`config.mk`:
```
export PLATFORM = sky130hd
export DESIGN_NAME = lc3_front
export DESIGN_NICKNAME = d
export VERILOG_FILES = /design/src/design/lc3_pkg.sv /design/src/design/lc3_front.sv
export SDC_FILE = /design/constraint.sdc
export NUM_CORES = 1
export LEC_CHECK = 0
export ABC_AREA = 1
export BUFFER_PORTS_ARGS = -buffer_cell sky130_fd_sc_hd__buf_2
export CAP_MARGIN = 25
export CORE_UTILIZATION = 40
export CTS_BUF_LIST = sky130_fd_sc_hd__clkbuf_8
export CTS_CLUSTER_SIZE = 10
export DETAILED_ROUTE_END_ITERATION = 10
export PLACE_DENSITY = 0.64
export SYNTH_ARGS = -nofsm -noshare
export SYNTH_HDL_FRONTEND = slang
export SYNTH_SLANG_ARGS = --single-unit
```
`constraint.sdc`:
```
create_clock -name clk -period 4.5 [get_ports clk]
set_input_delay 0.675 -clock clk [delete_from_list [all_inputs] [get_ports clk]]
set_output_delay 0.675 -clock clk [all_outputs]
set_load 0.005 [all_outputs]
```
`src/design/lc3_pkg.sv`:
```
// Package for the LC-3 instruction step block: widths, item and result types,
// ISA opcodes, condition codes and small decode helpers.
// Used by every module in the design folder but lc3_ram.
package lc3_pkg;

  localparam int ADDR_WIDTH  = 16;
  localparam int WORD_W      = 16;
  localparam int MEM_DEPTH   = 1 << ADDR_WIDTH;
  localparam int NUM_REGS    = 8;
  localparam int REG_IDX_W   = $clog2(NUM_REGS);
  localparam int COND_W      = 3;
  localparam int QUEUE_DEPTH = 2;
  localparam int QPTR_W      = $clog2(QUEUE_DEPTH);

  typedef logic [WORD_W-1:0]     word_t;
  typedef logic [ADDR_WIDTH-1:0] maddr_t;
  typedef logic [REG_IDX_W-1:0]  ridx_t;
  typedef logic [COND_W-1:0]     cond_t;

  localparam word_t PC_RESET = 16'h3000;

  // condition codes, one-hot
  localparam cond_t COND_P = 3'b001;
  localparam cond_t COND_Z = 3'b010;
  localparam cond_t COND_N = 3'b100;

  localparam ridx_t LINK_REG = ridx_t'(NUM_REGS - 1);

  // ISA opcodes (instruction bits 15:12)
  localparam logic [3:0] OP_BR  = 4'h0;
  localparam logic [3:0] OP_ADD = 4'h1;
  localparam logic [3:0] OP_LD  = 4'h2;
  localparam logic [3:0] OP_JSR = 4'h4;
  localparam logic [3:0] OP_AND = 4'h5;
  localparam logic [3:0] OP_NOT = 4'h9;
  localparam logic [3:0] OP_LDI = 4'hA;
  localparam logic [3:0] OP_JMP = 4'hC;

  // kind of stream word, carried on tuser
  typedef enum logic [1:0] {
    KIND_WRITE   = 2'd0,
    KIND_RESTART = 2'd1,
    KIND_EXEC    = 2'd2,
    KIND_NOP     = 2'd3
  } kind_t;

  typedef struct packed {
    kind_t kind;
    word_t address;
    word_t data;
  } item_t;

  // result word, pc in the lowest bits
  typedef struct packed {
    logic  not_executed;
    word_t reg_value;
    ridx_t reg_index;
    logic  reg_write;
    cond_t flags;
    word_t instruction;
    word_t pc;
  } result_t;

  function automatic word_t sext5(input logic [4:0] v);
    sext5 = {{(WORD_W-5){v[4]}}, v};
  endfunction

  function automatic word_t sext9(input logic [8:0] v);
    sext9 = {{(WORD_W-9){v[8]}}, v};
  endfunction

  function automatic word_t sext11(input logic [10:0] v);
    sext11 = {{(WORD_W-11){v[10]}}, v};
  endfunction

  function automatic cond_t cond_of(input word_t v);
    if (v == '0) begin
      cond_of = COND_Z;
    end else if (v[WORD_W-1]) begin
      cond_of = COND_N;
    end else begin
      cond_of = COND_P;
    end
  endfunction

endpackage

```
`src/design/lc3_front.sv`:
```
// Front part: accepts stream words, classifies them by kind and queues them.
// Depends on lc3_pkg.
module lc3_front (
  input  logic          clk,
  input  logic          rst,
  input  logic          s_valid,
  output logic          s_ready,
  input  logic [1:0]    s_opcode,
  input  lc3_pkg::word_t s_address,
  input  lc3_pkg::word_t s_data,
  output logic          q_valid,
  input  logic          q_ready,
  output lc3_pkg::item_t q_item
);
  import lc3_pkg::*;

  item_t             entries [QUEUE_DEPTH];
  logic [QPTR_W-1:0] wr_ptr;
  logic [QPTR_W-1:0] rd_ptr;
  logic [QPTR_W:0]   count;
  logic              push;
  logic              pop;
  item_t             item_in;

  assign s_ready = (count != (QPTR_W+1)'(QUEUE_DEPTH));
  assign q_valid = (count != '0);
  assign q_item  = entries[rd_ptr];
  assign push    = s_valid && s_ready;
  assign pop     = q_valid && q_ready;

  // classify the incoming word
  always_comb begin
    item_in.kind    = kind_t'(s_opcode);
    item_in.address = s_address;
    item_in.data    = s_data;
  end

  // advance pointers and count
  always_ff @(posedge clk) begin
    if (rst) begin
      wr_ptr <= '0;
      rd_ptr <= '0;
      count  <= '0;
    end else begin
      if (push) begin
        wr_ptr <= (wr_ptr == QPTR_W'(QUEUE_DEPTH-1)) ? '0 : wr_ptr + 1'b1;
      end
      if (pop) begin
        rd_ptr <= (rd_ptr == QPTR_W'(QUEUE_DEPTH-1)) ? '0 : rd_ptr + 1'b1;
      end
      if (push && !pop) begin
        count <= count + 1'b1;
      end else if (pop && !push) begin
        count <= count - 1'b1;
      end
    end
  end

  // store the word
  always_ff @(posedge clk) begin
    if (push) begin
      entries[wr_ptr] <= item_in;
    end
  end

endmodule

```
==> flow_summary.yaml <==
logic_synthesis:
  synth_most_common_cell: "edfxtp_1"
  yosysWarnings: 0
  synthFlopType: "edfxtp_1"
  synth-edff-count: 68
  yosys-top-cells-count: "68 x edfxtp_1, 30 x mux2_4, 9 x nand2_1"
  synthCells: 143
  syn-num-nets: 182
  netlist.area_leader.share: 0.7170
  yosysTopAreaCell: "edfxtp_1"
  synth-seq-cells: 73
  synth.yosys.seq_area_share: 0.7522
  synth.distinct_cells: 14
  syn_area_per_cell_um2: 19.91
  synthArstFlopShare: 0
  synthesis.area_um2: 2848
  netlist_top_cells_area: "edfxtp_1 72%, mux2_4 16%, dfxtp_1 3.5%, buf_12 2.1%, mux2_2 1.6%"
power_and_ir_drop:
  p_per_area_nw_per_um2: 520.8
  p_leak_nw: 1.411
  peakVddDrop_mv: 0.3510
outcome:
  status: "completed"
cells_and_area:
  fillers: 581
  syn2layout_area_growth_pct: 24.30
  multi_input_area_um2: 619.3
  drive_above_1_share: 0.5498
  instances_no_fill: 327
  register_area_um2: 2143
  nets: 265
  antenna_cells: 0
  fin_area_um2: 3540
clock_network:
  cts_tree: "yes"
  ctsHoldBuffers: 0
  clockRootBuffer: "clkbuf_8"
  cts.htree.levels: 3
  clock_path_buffers: 2
  cts_setup_buffers: 0
  clk_transition_reported_paths_ns: 0.07
  cts.repair.resized: 0
  clock_latency_ns: 0.33
  cts.sinks: 73
  cts_buffers: 9
floorplanning:
  core_um2: 6832
  die_width_um: 86.38
  num_io_pins: 74
  die_h_um: 86.38
  initial_core_util: 0.4168
  die-area_um2: 7461
  row_count: 30
placed_design:
  dp_hpwl_um: 2831
  place_area_um2: 3298
  port_buffers: 73
  place_inst: 309
  place_congestion: 0.6612
  dp_slack_ns: 2.343
route:
  viasPerCell: 4.388
  num_vias: 1435
  dr.pass1.iters: 4
  detail-route-antenna-nets: 0
  drc: 0
  wire_per_inst_um: 13.33
  drt_first_iter_violations: 67
  wl_um: 4359
sta:
  timing.hold.ws_ns: 0.4981
  tns_ns: 0
  hold_violations: 0
  post-route-min-period_ns: 2.366
  finClkSkew_ns: 0.004242
  period_share: 0.5258
  finalMaxSlewViolations: 0
  rsz0062_at_grt: "no"
  setup_ws_ns: 2.134
  max_clock_freq_ghz: 0.4227
  tightest_slew_ns: 0.5686
  relSlewSlack: 0.6201
  finalSetupViolCount: 0
hold_path:
  min_path_type: "reg2reg"
global_route:
  grt_usage: 0.1255
  antenna_found_initial: 0
  overflow: 0
  grt_first_pass_wirelength_um: 6672
  grt_pass1_vias: 1419
  grt_max_degree: 35
critical_path:
  critPathMaxFanout: 23
  critPathLaunchType: "flip-flop"
  worstPathRequired_ns: 3.83
  crit_arrival_ns: 1.69
  critPathKind: "reg2out"
  critPathCaptureType: "output pin"
run:
  cap_viol_max_count: 0
-- where the power goes --
group | switching (W) | internal [W] | leakage (nW) | total, W
registers | 0.0000430 | 0.000859 | 0.676 | 0.000902
logic | 0.000205 | 0.000259 | 0.641 | 0.000464
clock network | 0.000227 | 0.000250 | 0.0939 | 0.000477
total | 0.000475 | 0.00137 | 1.41 | 0.00184
-- registers in the layout, indices dropped and copies added, names as in the netlist, named ones only --
signal / flops
entries: 68
wr_ptr: 1
count: 2
rd_ptr: 1
-- metal layers --
metal	vias to the layer above	share of wire	GRT usage
met4	0	0.020	0.07727
li1	703	-	-
met1	663	0.46	0.1537
met5	-	0	0
met2	59	0.45	0.1890
met3	10	0.070	0.04667
-- cell usage in the layout, fill, tap and decap left out, types with 4 or more instances in the layout --
master / instances
dfxtp_1: 4
mux2_2: 4
nor2_1: 5
nand2_1: 9
buf_2: 73
edfxtp_1: 68
mux2_4: 30
inv_1: 9
clkbuf_8: 9
-- worst paths after layout --
| path | from | end | slack (ns) | depth (start not counted) |
|---|---|---|---|---|
| setup / recovery | flip-flop | q_item[14] | 2.13 | 3 |
| hold / removal | rd_ptr | flip-flop | 0.50 | 2 |
| setup reg to reg | count[0] | entries[0][17] | 2.83 | 5 |
| hold reg to reg | rd_ptr | flip-flop | 0.50 | 2 |
-- kinds of logic after synthesis --
logic type	Yosys count	synth area share
fa+ha+maj	1	0.004393
flops	73	0.7522
simple gates	19	0.02680
buf+inv	12	0.03559
compound gates	4	0.007030
mux	34	0.1740
-- critical path, stage by stage (launching register included) --
cell and delay, ns:
dfxtp_2 0.61, buf_12 0.26, mux2_2 0.36, buf_2 0.12
-- per-stage QoR --
step | total power [W] | utilization
after global routing | 0.001948 | 0.5181
final | 0.001843 | 0.5181
after detailed placement | 0.001370 | 0.4828
after CTS | 0.001849 | 0.5101
after floorplan | 0.001230 | -
after global placement | 0.001358 | 0.4799
-- final cells by class --
type                    count  area share
well taps                  96     0.03393
clock buffers               9     0.03499
multi-input cells          58      0.1750
clock inverters             7     0.01767
inverters                   8    0.008484
flip-flops and latches     73      0.6055
repair buffers             76      0.1244
No activity file was read; power rests on OpenSTA's default activity.
